<file path="src/design/assert_macros.svh">
// Assertion macros used by the top-level RTL file.
`ifndef ASSERT_MACROS_SVH
`define ASSERT_MACROS_SVH

// Same-cycle implication, checked outside reset.
`define DRV_ASSERT_IMP(label, clk, rst_n, ante, cons, msg) \
  label: assert property (@(posedge clk) disable iff (!rst_n) (ante) |-> (cons)) \
    else $error(msg);

// Next-cycle implication, checked outside reset.
`define DRV_ASSERT_NXT(label, clk, rst_n, ante, cons, msg) \
  label: assert property (@(posedge clk) disable iff (!rst_n) (ante) |=> (cons)) \
    else $error(msg);

`endif

</file>
<file path="src/design/drv_pkg.sv">
// Types and constants of the difficulty retarget verifier.
`default_nettype none
package drv_pkg;

  localparam int TARGET_SPAN     = 14 * 24 * 60 * 60;
  localparam int SPAN_MIN        = TARGET_SPAN / 4;
  localparam int SPAN_MAX        = TARGET_SPAN * 4;
  localparam int SPAN_DIV        = TARGET_SPAN / 256;
  localparam logic [31:0] POW_LIMIT_RESET = 32'h1d00_ffff;

  localparam int MANT_W    = 24;
  localparam int SPAN_W    = 23;
  localparam int DVD_W     = 48;
  localparam int DVS_W     = 16;
  localparam int DIV_DIGITS = DVD_W / 4;
  localparam int CNT_W     = 4;

  typedef enum logic [2:0] {
    ST_IDLE,
    ST_MOD,
    ST_CHECK,
    ST_MUL,
    ST_DIV,
    ST_NORM,
    ST_EMIT
  } drv_state_e;

  typedef struct packed {
    logic load_in;   // capture input beat, start height modulo
    logic div_step;  // one radix-16 digit of the shared divider
    logic decide;    // early verdict without retarget
    logic mul;       // mantissa times span into the divider
    logic norm;      // verdict from recomputed target
    logic emit;      // move verdict into output register
  } drv_cmd_t;

  typedef struct packed {
    logic need_rt;   // retarget path must run
    logic out_free;  // output register can take a beat
  } drv_sts_t;

endpackage
`default_nettype wire

</file>
<file path="src/design/drv_div.sv">
// Shared radix-16 restoring divider, one quotient digit per cycle while step_i is high.
`default_nettype none
module drv_div (
  input  wire logic                      clk_i,
  input  wire logic                      load_i,
  input  wire logic                      step_i,
  input  wire logic [drv_pkg::DVD_W-1:0] dividend_i,
  input  wire logic [drv_pkg::DVS_W-1:0] divisor_i,
  output logic      [drv_pkg::DVD_W-1:0] quotient_o,
  output logic      [drv_pkg::DVS_W-1:0] rem_o
);
  import drv_pkg::*;

  logic [DVD_W-1:0] dvd_q, dvd_d;
  logic [DVS_W-1:0] rem_q, rem_d;
  logic [DVS_W-1:0] dvs_q;
  logic [DVS_W+3:0] part;
  logic [3:0]       qd;

  // dividend shifts out at the top, quotient digits shift in at the bottom
  always_comb begin
    part = {rem_q, dvd_q[DVD_W-1 -: 4]};
    for (int k = 3; k >= 0; k--) begin
      if (part >= ({4'b0, dvs_q} << k)) begin
        part  = part - ({4'b0, dvs_q} << k);
        qd[k] = 1'b1;
      end else begin
        qd[k] = 1'b0;
      end
    end
    rem_d = part[DVS_W-1:0];
    dvd_d = {dvd_q[DVD_W-5:0], qd};
  end

  always_ff @(posedge clk_i) begin
    if (load_i) begin
      dvd_q <= dividend_i;
      rem_q <= '0;
      dvs_q <= divisor_i;
    end else if (step_i) begin
      dvd_q <= dvd_d;
      rem_q <= rem_d;
    end
  end

  assign quotient_o = dvd_q;
  assign rem_o      = rem_q;

endmodule
`default_nettype wire

</file>
<file path="src/design/drv_datapath.sv">
// Datapath: input capture, span clamp, multiply, normalize, verdict, output.
`default_nettype none
module drv_datapath #(
  parameter int RETARGET_INTERVAL = 2016
) (
  input  wire logic              clk_i,
  input  wire logic              rst_ni,
  input  wire drv_pkg::drv_cmd_t cmd_i,
  output drv_pkg::drv_sts_t      sts_o,
  input  wire logic              cfg_we_i,
  input  wire logic [31:0]       cfg_wdata_i,
  input  wire logic              hash_link_ok_i,
  input  wire logic [31:0]       block_height_i,
  input  wire logic [31:0]       block_target_i,
  input  wire logic [31:0]       prev_height_i,
  input  wire logic [31:0]       prev_target_i,
  input  wire logic [31:0]       prev_timestamp_i,
  input  wire logic [31:0]       transition_time_i,
  output logic                   out_valid_o,
  input  wire logic              out_stall_i,
  output logic                   valid_res_o
);
  import drv_pkg::*;

  logic [31:0]       pow_limit_q;
  logic              link_q;
  logic [31:0]       height_q, target_q, prev_h_q, prev_t_q, trans_q;
  logic [SPAN_W-1:0] span_q, span_d;
  logic              ok_q, ok_early;
  logic              out_valid_q, valid_res_q;

  logic signed [32:0]       diff;
  logic [MANT_W+SPAN_W-1:0] prod;
  logic [DVD_W-1:0]         dividend, quotient;
  logic [DVS_W-1:0]         divisor, rem;
  logic                     link_ok, at_rt;

  logic [34:0] q;
  logic [7:0]  e, lim_e;
  logic [1:0]  k_m, k_e, k;
  logic [8:0]  size;
  logic [22:0] mant_n;
  logic        over;
  logic [31:0] new_target;

  // timespan clamp, signed so that a transition after the predecessor clamps low
  always_comb begin
    diff = $signed({1'b0, prev_timestamp_i}) - $signed({1'b0, transition_time_i});
    if (diff < $signed(33'(SPAN_MIN))) begin
      span_d = SPAN_W'(SPAN_MIN);
    end else if (diff > $signed(33'(SPAN_MAX))) begin
      span_d = SPAN_W'(SPAN_MAX);
    end else begin
      span_d = diff[SPAN_W-1:0];
    end
  end

  assign prod     = prev_t_q[MANT_W-1:0] * span_q;
  assign dividend = cmd_i.mul ? {{(DVD_W-MANT_W-SPAN_W){1'b0}}, prod}
                              : {{(DVD_W-32){1'b0}}, block_height_i};
  assign divisor  = cmd_i.mul ? DVS_W'(SPAN_DIV) : DVS_W'(RETARGET_INTERVAL);

  drv_div u_div (
    .clk_i      (clk_i),
    .load_i     (cmd_i.load_in | cmd_i.mul),
    .step_i     (cmd_i.div_step),
    .dividend_i (dividend),
    .divisor_i  (divisor),
    .quotient_o (quotient),
    .rem_o      (rem)
  );

  always_comb begin
    link_ok = link_q && (height_q == prev_h_q + 32'd1);
    at_rt   = (rem == '0);
    if (!link_ok) begin
      ok_early = 1'b0;
    end else if (!at_rt) begin
      ok_early = (target_q == prev_t_q);
    end else begin
      ok_early = 1'b0;
    end
  end

  assign sts_o.need_rt  = link_ok && at_rt && (trans_q != '0);
  assign sts_o.out_free = !out_valid_q || !out_stall_i;

  // renormalize: at most two byte shifts, from exponent floor or mantissa size
  always_comb begin
    q     = quotient[34:0];
    e     = prev_t_q[31:24];
    lim_e = pow_limit_q[31:24];
    if (q[34:31] != '0) begin
      k_m = 2'd2;
    end else if (q[30:23] != '0) begin
      k_m = 2'd1;
    end else begin
      k_m = 2'd0;
    end
    if (e == 8'd0) begin
      k_e = 2'd2;
    end else if (e == 8'd1) begin
      k_e = 2'd1;
    end else begin
      k_e = 2'd0;
    end
    k    = (k_m > k_e) ? k_m : k_e;
    size = {1'b0, e} + {7'b0, k} - 9'd1;
    case (k)
      2'd0:    mant_n = q[22:0];
      2'd1:    mant_n = q[30:8];
      default: mant_n = {4'b0, q[34:16]};
    endcase
    over = (size > {1'b0, lim_e}) ||
           ((size == {1'b0, lim_e}) && ({1'b0, mant_n} > pow_limit_q[23:0]));
    new_target = over ? pow_limit_q : {size[7:0], 1'b0, mant_n};
  end

  always_ff @(posedge clk_i or negedge rst_ni) begin
    if (!rst_ni) begin
      pow_limit_q <= POW_LIMIT_RESET;
    end else if (cfg_we_i) begin
      pow_limit_q <= cfg_wdata_i;
    end
  end

  always_ff @(posedge clk_i) begin
    if (cmd_i.load_in) begin
      link_q   <= hash_link_ok_i;
      height_q <= block_height_i;
      target_q <= block_target_i;
      prev_h_q <= prev_height_i;
      prev_t_q <= prev_target_i;
      trans_q  <= transition_time_i;
      span_q   <= span_d;
    end
    if (cmd_i.decide) begin
      ok_q <= ok_early;
    end else if (cmd_i.norm) begin
      ok_q <= (target_q == new_target);
    end
    if (cmd_i.emit) begin
      valid_res_q <= ok_q;
    end
  end

  always_ff @(posedge clk_i or negedge rst_ni) begin
    if (!rst_ni) begin
      out_valid_q <= 1'b0;
    end else if (cmd_i.emit) begin
      out_valid_q <= 1'b1;
    end else if (!out_stall_i) begin
      out_valid_q <= 1'b0;
    end
  end

  assign out_valid_o = out_valid_q;
  assign valid_res_o = valid_res_q;

endmodule
`default_nettype wire

</file>
<file path="src/design/drv_ctrl.sv">
// Controller: sequences modulo, check, multiply, divide, normalize and emit.
`default_nettype none
module drv_ctrl (
  input  wire logic              clk_i,
  input  wire logic              rst_ni,
  input  wire logic              in_valid_i,
  output logic                   busy_o,
  input  wire drv_pkg::drv_sts_t sts_i,
  output drv_pkg::drv_cmd_t      cmd_o
);
  import drv_pkg::*;

  drv_state_e       state_q, state_d;
  logic [CNT_W-1:0] cnt_q, cnt_d;
  logic             last_digit;

  assign last_digit = (cnt_q == CNT_W'(DIV_DIGITS - 1));

  always_comb begin
    state_d = state_q;
    case (state_q)
      ST_IDLE:  if (in_valid_i) state_d = ST_MOD;
      ST_MOD:   if (last_digit) state_d = ST_CHECK;
      ST_CHECK: state_d = sts_i.need_rt ? ST_MUL : ST_EMIT;
      ST_MUL:   state_d = ST_DIV;
      ST_DIV:   if (last_digit) state_d = ST_NORM;
      ST_NORM:  state_d = ST_EMIT;
      ST_EMIT:  if (sts_i.out_free) state_d = ST_IDLE;
      default:  state_d = ST_IDLE;
    endcase
  end

  always_comb begin
    cmd_o          = '0;
    cnt_d          = cnt_q;
    busy_o         = 1'b1;
    case (state_q)
      ST_IDLE: begin
        busy_o        = 1'b0;
        cmd_o.load_in = in_valid_i;
        cnt_d         = '0;
      end
      ST_MOD, ST_DIV: begin
        cmd_o.div_step = 1'b1;
        cnt_d          = cnt_q + CNT_W'(1);
      end
      ST_CHECK: cmd_o.decide = 1'b1;
      ST_MUL: begin
        cmd_o.mul = 1'b1;
        cnt_d     = '0;
      end
      ST_NORM:  cmd_o.norm = 1'b1;
      ST_EMIT:  cmd_o.emit = sts_i.out_free;
      default:  busy_o = 1'b1;
    endcase
  end

  always_ff @(posedge clk_i or negedge rst_ni) begin
    if (!rst_ni) begin
      state_q <= ST_IDLE;
      cnt_q   <= '0;
    end else begin
      state_q <= state_d;
      cnt_q   <= cnt_d;
    end
  end

endmodule
`default_nettype wire

</file>
<file path="src/design/difficulty_retarget_verifier_top.sv">
// Top level of the difficulty retarget verifier.
//
//   channel  direction  handshake                payload
//   in       sink       in_valid_i / in_stall_o   link, heights, targets, times
//   out      source     out_valid_o / out_stall_i valid_res_o
//   cfg      sink       cfg_we_i                  cfg_wdata_i (pow_limit)
//
// One beat in, one beat out. Every beat runs the height modulo on the shared
// radix-16 divider (12 digits); when the retarget path must run, the divide
// by 4725 follows on the same divider (12 more digits).
// A new beat is taken once the controller is idle; a result waits in the
// output register while the next beat is accepted. Reset clears control and
// loads pow_limit with 0x1d00ffff; no clearing pass.
`default_nettype none
`include "assert_macros.svh"
module difficulty_retarget_verifier_top #(
  parameter int RETARGET_INTERVAL = 2016
) (
  input  wire logic        clk_i,
  input  wire logic        rst_ni,
  input  wire logic        cfg_we_i,
  input  wire logic [31:0] cfg_wdata_i,
  input  wire logic        in_valid_i,
  output logic             in_stall_o,
  input  wire logic        hash_link_ok_i,
  input  wire logic [31:0] block_height_i,
  input  wire logic [31:0] block_target_i,
  input  wire logic [31:0] prev_height_i,
  input  wire logic [31:0] prev_target_i,
  input  wire logic [31:0] prev_timestamp_i,
  input  wire logic [31:0] transition_time_i,
  output logic             out_valid_o,
  input  wire logic        out_stall_i,
  output logic             valid_res_o
);
  import drv_pkg::*;

  drv_cmd_t cmd;
  drv_sts_t sts;
  logic     busy;

  drv_ctrl u_ctrl (
    .clk_i      (clk_i),
    .rst_ni     (rst_ni),
    .in_valid_i (in_valid_i),
    .busy_o     (busy),
    .sts_i      (sts),
    .cmd_o      (cmd)
  );

  drv_datapath #(
    .RETARGET_INTERVAL (RETARGET_INTERVAL)
  ) u_dp (
    .clk_i             (clk_i),
    .rst_ni            (rst_ni),
    .cmd_i             (cmd),
    .sts_o             (sts),
    .cfg_we_i          (cfg_we_i),
    .cfg_wdata_i       (cfg_wdata_i),
    .hash_link_ok_i    (hash_link_ok_i),
    .block_height_i    (block_height_i),
    .block_target_i    (block_target_i),
    .prev_height_i     (prev_height_i),
    .prev_target_i     (prev_target_i),
    .prev_timestamp_i  (prev_timestamp_i),
    .transition_time_i (transition_time_i),
    .out_valid_o       (out_valid_o),
    .out_stall_i       (out_stall_i),
    .valid_res_o       (valid_res_o)
  );

  assign in_stall_o = busy;

  `DRV_ASSERT_NXT(a_busy_after_beat, clk_i, rst_ni, in_valid_i && !in_stall_o, in_stall_o, "input beat did not make the block busy")
  `DRV_ASSERT_IMP(a_emit_into_free, clk_i, rst_ni, cmd.emit, !out_valid_o || !out_stall_i, "result emitted over a stalled beat")
  `DRV_ASSERT_IMP(a_out_from_emit, clk_i, rst_ni, $rose(out_valid_o), $past(cmd.emit), "output valid rose without emit")

endmodule
`default_nettype wire
</file>
<file path="config.mk">
export PLATFORM = sky130hd
export DESIGN_NAME = difficulty_retarget_verifier_top
export DESIGN_NICKNAME = d
export VERILOG_FILES = /design/src/design/drv_pkg.sv /design/src/design/drv_div.sv /design/src/design/drv_datapath.sv /design/src/design/drv_ctrl.sv /design/src/design/difficulty_retarget_verifier_top.sv
export VERILOG_INCLUDE_DIRS = /design/src /design/src/design
export SDC_FILE = /design/constraint.sdc
export NUM_CORES = 2
export LEC_CHECK = 0
export ABC_AREA = 1
export ABC_CLOCK_PERIOD_IN_PS = 19680
export BUFFER_PORTS_ARGS = -buffer_cell sky130_fd_sc_hd__buf_4
export CAP_MARGIN = 20
export CORE_MARGIN = 2
export CORE_UTILIZATION = 30
export CTS_CLUSTER_DIAMETER = 200
export DETAILED_ROUTE_END_ITERATION = 8
export GPL_TIMING_DRIVEN = 0
export PLACE_DENSITY = 0.42
export SETUP_SLACK_MARGIN = 0.02
export SLEW_MARGIN = 25
export SYNTH_ARGS = -nofsm -noshare
export SYNTH_HDL_FRONTEND = slang
export SYNTH_SLANG_ARGS = --single-unit
</file>
<file path="constraint.sdc">
create_clock -name clk_i -period 19.68 [get_ports clk_i]
set_input_delay 1.968 -clock clk_i [delete_from_list [all_inputs] [get_ports clk_i]]
set_output_delay 1.968 -clock clk_i [all_outputs]
set_load 0.05 [all_outputs]
</file>
Yosys cells after proc, flatten, opt, wreduce, memory -nomap -nowiden

Index checks and enable logic that the tools add are counted.

Register bits after elaboration: 306
Bits in latches: 0
Memory bits (writable): 0
Memory bits (read-only): 0
Input port bits: 230
Output and inout port bits: 3
Word-level logic and storage cells: 117
Memories kept: 0

$add $sub $neg: 9
Multipliers: 1
Div/mod/pow operators: 0
Order comparisons: 9
Equal/unequal tests: 18
Shifts and indexed selects: 0
Multiplexer cells: 40
Bitwise gates (word level): 1
Reductions and logical operators: 22

Operator list:

| cell                                                                   | count |
|---|---|
| 32-bit equality test                                                   | 3 |
| 48-bit 2-to-1 mux                                                      | 2 |
| 20-bit 2-to-1 mux                                                      | 3 |
| 24-bit by 23-bit multiplier with 47-bit output                         | 1 |
| 47-bit 2-to-1 mux                                                      | 1 |
| 23-bit case mux with 2 select lines                                    | 1 |
| 33-bit by 24-bit > comparator with 1-bit output, second input constant | 1 |
| 33-bit by 20-bit < comparator with 1-bit output, second input constant | 1 |
| 32-bit by 32-bit subtractor with 33-bit output                         | 1 |
| 32-bit by 1-bit adder with 32-bit output, second input constant        | 1 |
| 32-bit 2-to-1 mux                                                      | 1 |
| 32-bit nonzero test                                                    | 1 |
| 23-bit by 24-bit > comparator with 1-bit output                        | 1 |
| 23-bit 2-to-1 mux                                                      | 1 |
| 3-bit case mux with 7 select lines                                     | 1 |
| 20-bit by 16-bit >= comparator with 1-bit output                       | 1 |
| 20-bit by 17-bit >= comparator with 1-bit output                       | 1 |
| 20-bit by 18-bit >= comparator with 1-bit output                       | 1 |
| 20-bit by 19-bit >= comparator with 1-bit output                       | 1 |
| 20-bit by 17-bit subtractor with 20-bit output                         | 1 |
| 20-bit by 18-bit subtractor with 20-bit output                         | 1 |
| 20-bit by 19-bit subtractor with 20-bit output                         | 1 |
| 1-bit 2-to-1 mux                                                       | 19 |
| 16-bit logical NOT                                                     | 1 |
| other kinds (32)                                                       | 53 |

Depth between registers and ports, before layout

Depth after elaboration: 14
Depth in mapped cells: 57
Gate-level depth less buffers: 52

By module

A second synthesis with hierarchy kept.

Cells, all modules: 5517
Area total of the unflattened synthesis: 41398.5 um2

Modules (own cells, without submodules):

| module       | instances | cells an instance | area an instance (um2) | seq. area each (um2) |
|---|---|---|---|---|
| drv_datapath | 1         | 4450              | 33831.2                | 6436.2 |
| drv_div      | 1         | 992               | 7051.8                 | 2242.2 |
| drv_ctrl     | 1         | 75                | 515.5                  | 175.2 |

Least setup slack after synthesis

No wires, ideal clock.

Kind: in2reg
Start point: in in_valid_i
End point: reg u_dp.u_div.dvd_q[0], in the netlist u_dp.u_div.quotient_o[0], enable pin
Arrival: 12573 ps
Data required time: 19277 ps
Setup slack: 6704 ps
Stages: 6
Path buffers: 0
Cell sequence: inv_1 > nor2_1 > inv_1 > nand2_1 > nor2_1 > inv_1

RTL lines:

| item                 | line                                   | text |
|---|---|---|
| from (decl)          | difficulty_retarget_verifier_top.sv:23 | `input wire logic in_valid_i,` |
| to (signal assigned) | drv_div.sv:37                          | `dvd_q <= dividend_i;` |
| to (signal assigned) | drv_div.sv:41                          | `dvd_q <= dvd_d;` |
| to (decl)            | drv_div.sv:14                          | `logic [DVD_W-1:0] dvd_q, dvd_d;` |

Worst setup path after layout

Start point: reg u_dp.prev_t_q[6]
End point: reg u_dp.u_div.dvd_q[44], in the netlist u_dp.u_div.quotient_o[44] (data pin)

Cells in the longest elaborated chain, start to end: 3

RTL lines:

| item                                           | line                | text |
|---|---|---|
| from (decl)                                    | drv_datapath.sv:27  | `logic [31:0] height_q, target_q, prev_h_q, prev_t_q, trans_q;` |
| from (signal assigned)                         | drv_datapath.sv:133 | `prev_t_q <= prev_target_i;` |
| 24-bit by 23-bit multiplier with 47-bit output | drv_datapath.sv:58  | `assign prod = prev_t_q[MANT_W-1:0] * span_q;` |
| 47-bit 2-to-1 mux                              | drv_datapath.sv:59  | `assign dividend = cmd_i.mul ? {{(DVD_W-MANT_W-SPAN_W){1'b0}}, prod}` |
| 48-bit 2-to-1 mux                              | drv_div.sv:36       | `if (load_i) begin` |

No other way between the ends.
A chain may end at the register's enable or synchronous reset.

==> summary.md <==
| Metric | Value |
|---|---|
| Status | completed |
| # fillers | 13400 |
| Yosys top cell by area | fa_1 |
| Clock Pin Slew Worst Setup and Hold Paths | 0.06 ns |
| Worst-path cell with the longest stage delay | clkbuf_1 |
| Gates resized, CTS repair | 0 |
| Final core occ | 34.3% |
| Sequential area share after synthesis | 22.6% |
| Synthesis-stage register bit count | 292 |
| Final #Nets | 5851 |
| Drt pass-1 iters | 5 |
| Clock Latency Late Sink | 0.57 ns |
| Vias in the first global route | 31800 |
| Largest cells by area after synthesis | fa_1, edfxtp_1, nand2_1, inv_1, ha_1 |
| Final HPWL DP | 114 mm |
| Synth top area share | 24.7% |
| Library cells used by synthesis | 61 |
| Mapped Nets | 5576 |
| Top achievable clock speed | 0.107 GHz |
| GRT Resource Usage Total | 21.4% |
| Synth Flop Type | edfxtp_1 |
| Slew margin rel. | 25.0% |
| RSZ-0062 raised after global routing | false |
| Critical Path RT | 19.96 ns |
| Iter 0 DRT Violations | 1963 |
| Ys async rst share | 13.7% |
| Die X | 357 um |
| Worst-Margin Slew | 1.12 ns |
| CP max stage delay | 0.72 ns |
| Most used cell, CP | nand2_1 |
| Commonest cells post-synth | nand2_1, inv_1, fa_1, ha_1, edfxtp_1 |
| Placed cell area | 41300 sq um |
| Starting Density | 30.2% |
| Sink Count | 292 |
| Max-cap violation count | 0 |
| CP Launch Type | register |
| WS Path Type | reg -> reg |
| Final Hold Fails | 0 |
| Die ar. | 127000 sq um |
| Vias | 30500 |
| Post-synth EDFFs | 236 |
| Antenna Diode Count | 0 |
| Root Driver | clkbuf_16 |
| Period utilization | 47.6% |
| Critical Path AT | 9.64 ns |
| Hold Path Class | reg -> reg |
| Hold-fix buffers at CTS | 0 |
| Post-DRT Antenna Nets | 0 |
| Port buffer count | 231 |
| Postcts setup bufs | 0 |
| Initial antenna violation count | 3 |
| Final setup fails | 0 |
| Core Area | 124000 sq um |
| Total CTS buffers | 34 |
| Multi-input gate area | 24400 sq um |
| Site row count | 129 |
| CTS H-tree lvls | 2 |
| Total negative slack | 0 ns |
| Chip height | 357 um |
| Register area | 8430 sq um |
| Share of post-route cells with drive strength above 1 | 8.78% |
| Synth-to-Final Area Change | 13.5% |
| Crit end category | register |
| Largest net degree at the start of global routing | 51 |
| Fin. max-slew vios | 0 |
| First-pass GRT wire length | 203 mm |
| Via density | 4.67 |
| Most frequent cell after synthesis | nand2_1 |
| Post-route cell area | 42400 sq um |
| WL final | 135 mm |
| Syn Area/Cell | 8.12 sq um |
| Maximum fanout along the worst path | 10 |
| Clock buffer depth | 3 |
| Routability congestion estimate | 0.900 |
| Ys Warns | 0 |
| Fin crit period | 9.37 ns |
| CTS tree | done |
| Netlist Area Pre-Place | 37400 sq um |
| Drt drc | 0 |
| Total grt overflow | 0 |
| I/O Pins | 233 |
| Mapped Cells | 4600 |
| Worst Skew | 0.0341 ns |
| WL/cell | 20.7 um |
[layout by cell type, fill, tap and decap left out, types with 9 or more instances in the layout]
master     instances
a211oi_1           9
nor2_1           196
nor3_1            32
a31oi_1           15
o22ai_1           25
a21oi_1          153
buf_4            233
dfrtp_1           20
nand4_1           48
nand2_2           22
nor2_2            11
clkbuf_16         34
o21ai_0          156
xor2_1           121
clkbuf_1         156
dfxtp_1           16
nand2_1         1172
o211ai_1          30
ha_1             285
edfxtp_1         236
inv_1           1000
nand3b_1          10
nand3_1          165
fa_1             461
nor4_1            30
dfstp_2           20
inv_2             14
xnor2_1           81
or2_2             23
nand3_2            9
[per-stage QoR]
step | std cells | hold slack [ns] | setup WS (ns)
floorplan | 4600 | 0.400 | 6.70
global placement | 6468 | 0.459 | 0.469
detailed placement | 6476 | 0.438 | 10.38
CTS | 6537 | 0.452 | 10.37
global route | 6537 | 0.451 | 9.64
finish | 6537 | 0.449 | 10.31
[final cells by class]
cell class	count	share of cell area (%)
multi-input combinational	3127	57.6
sequential	292	19.9
inverter	1017	9.01
tap	1637	4.83
timing repair buffer	239	4.50
clock buffer	47	2.19
buffer	164	1.60
clock inverter	14	0.354
[registers in the layout, indices dropped and copies added (netlist names)]
name and cells:
u_dp.u_div.quotient_o 48, u_dp.height_q 32, u_dp.pow_limit_q 32, u_dp.prev_h_q 32, u_dp.prev_t_q 32, u_dp.target_q 32
u_dp.trans_q 32, u_dp.span_q 23, u_dp.u_div.rem_o 16, u_ctrl.cnt_q 4, u_ctrl.state_q 3, u_dp.u_div.dvs_q 2
u_dp.link_q 1, u_dp.ok_q 1, u_dp.out_valid_o 1, u_dp.valid_res_o 1
[kinds of logic (layout without fill, tap and decap cells)]
family                   Yosys count  in the layout  share of synthesized area, %
AO/OA/AOI/OAI                    435            435                          6.60
XOR/XNOR                         202            202                          4.74
adder cells (fa/ha/maj)          746            746                          34.3
buffers and inverters           1181           1481                          12.0
flip-flops                       292            292                          22.6
multiplexers                       2              2                        0.0603
AND/OR/NAND/NOR                 1742           1742                          19.7
[worst max-delay path: cells and delay by family (launching register included)]
kind	cells	cell delay (ns)
fa+ha+maj	8	3.61
compound gates	7	2.40
flops	1	0.47
simple gates	9	0.95
buf+inv	7	1.67
[routing by layer]
metal	routed length (um)	GRT usage, %	part of all wire (%)	vias up
met5	13	0	0.0096	-
met2	66500	37.5	49	649
li1	-	-	-	14700
met4	3530	5.06	2.6	2
met3	5170	2.03	3.8	146
met1	59900	28.3	44	15000
[final timing paths]
check	cells after the start	slack, ns	startpoint	end
min in group asynchronous	1	1.39	rst_ni	u_dp.out_valid_o
min reg2reg	0	0.45	u_dp.ok_q	u_dp.valid_res_o
max reg2reg	31	10.31	u_dp.prev_t_q[6]	u_dp.u_div.quotient_o[44]
min	0	0.45	u_dp.ok_q	u_dp.valid_res_o
max	31	10.31	u_dp.prev_t_q[6]	u_dp.u_div.quotient_o[44]
max in group asynchronous	1	17.91	rst_ni	u_dp.pow_limit_q[3]
Power is left out: the tool's default activity adds up to more than one toggle a clock period on the data nets, which glitch-free logic cannot reach.
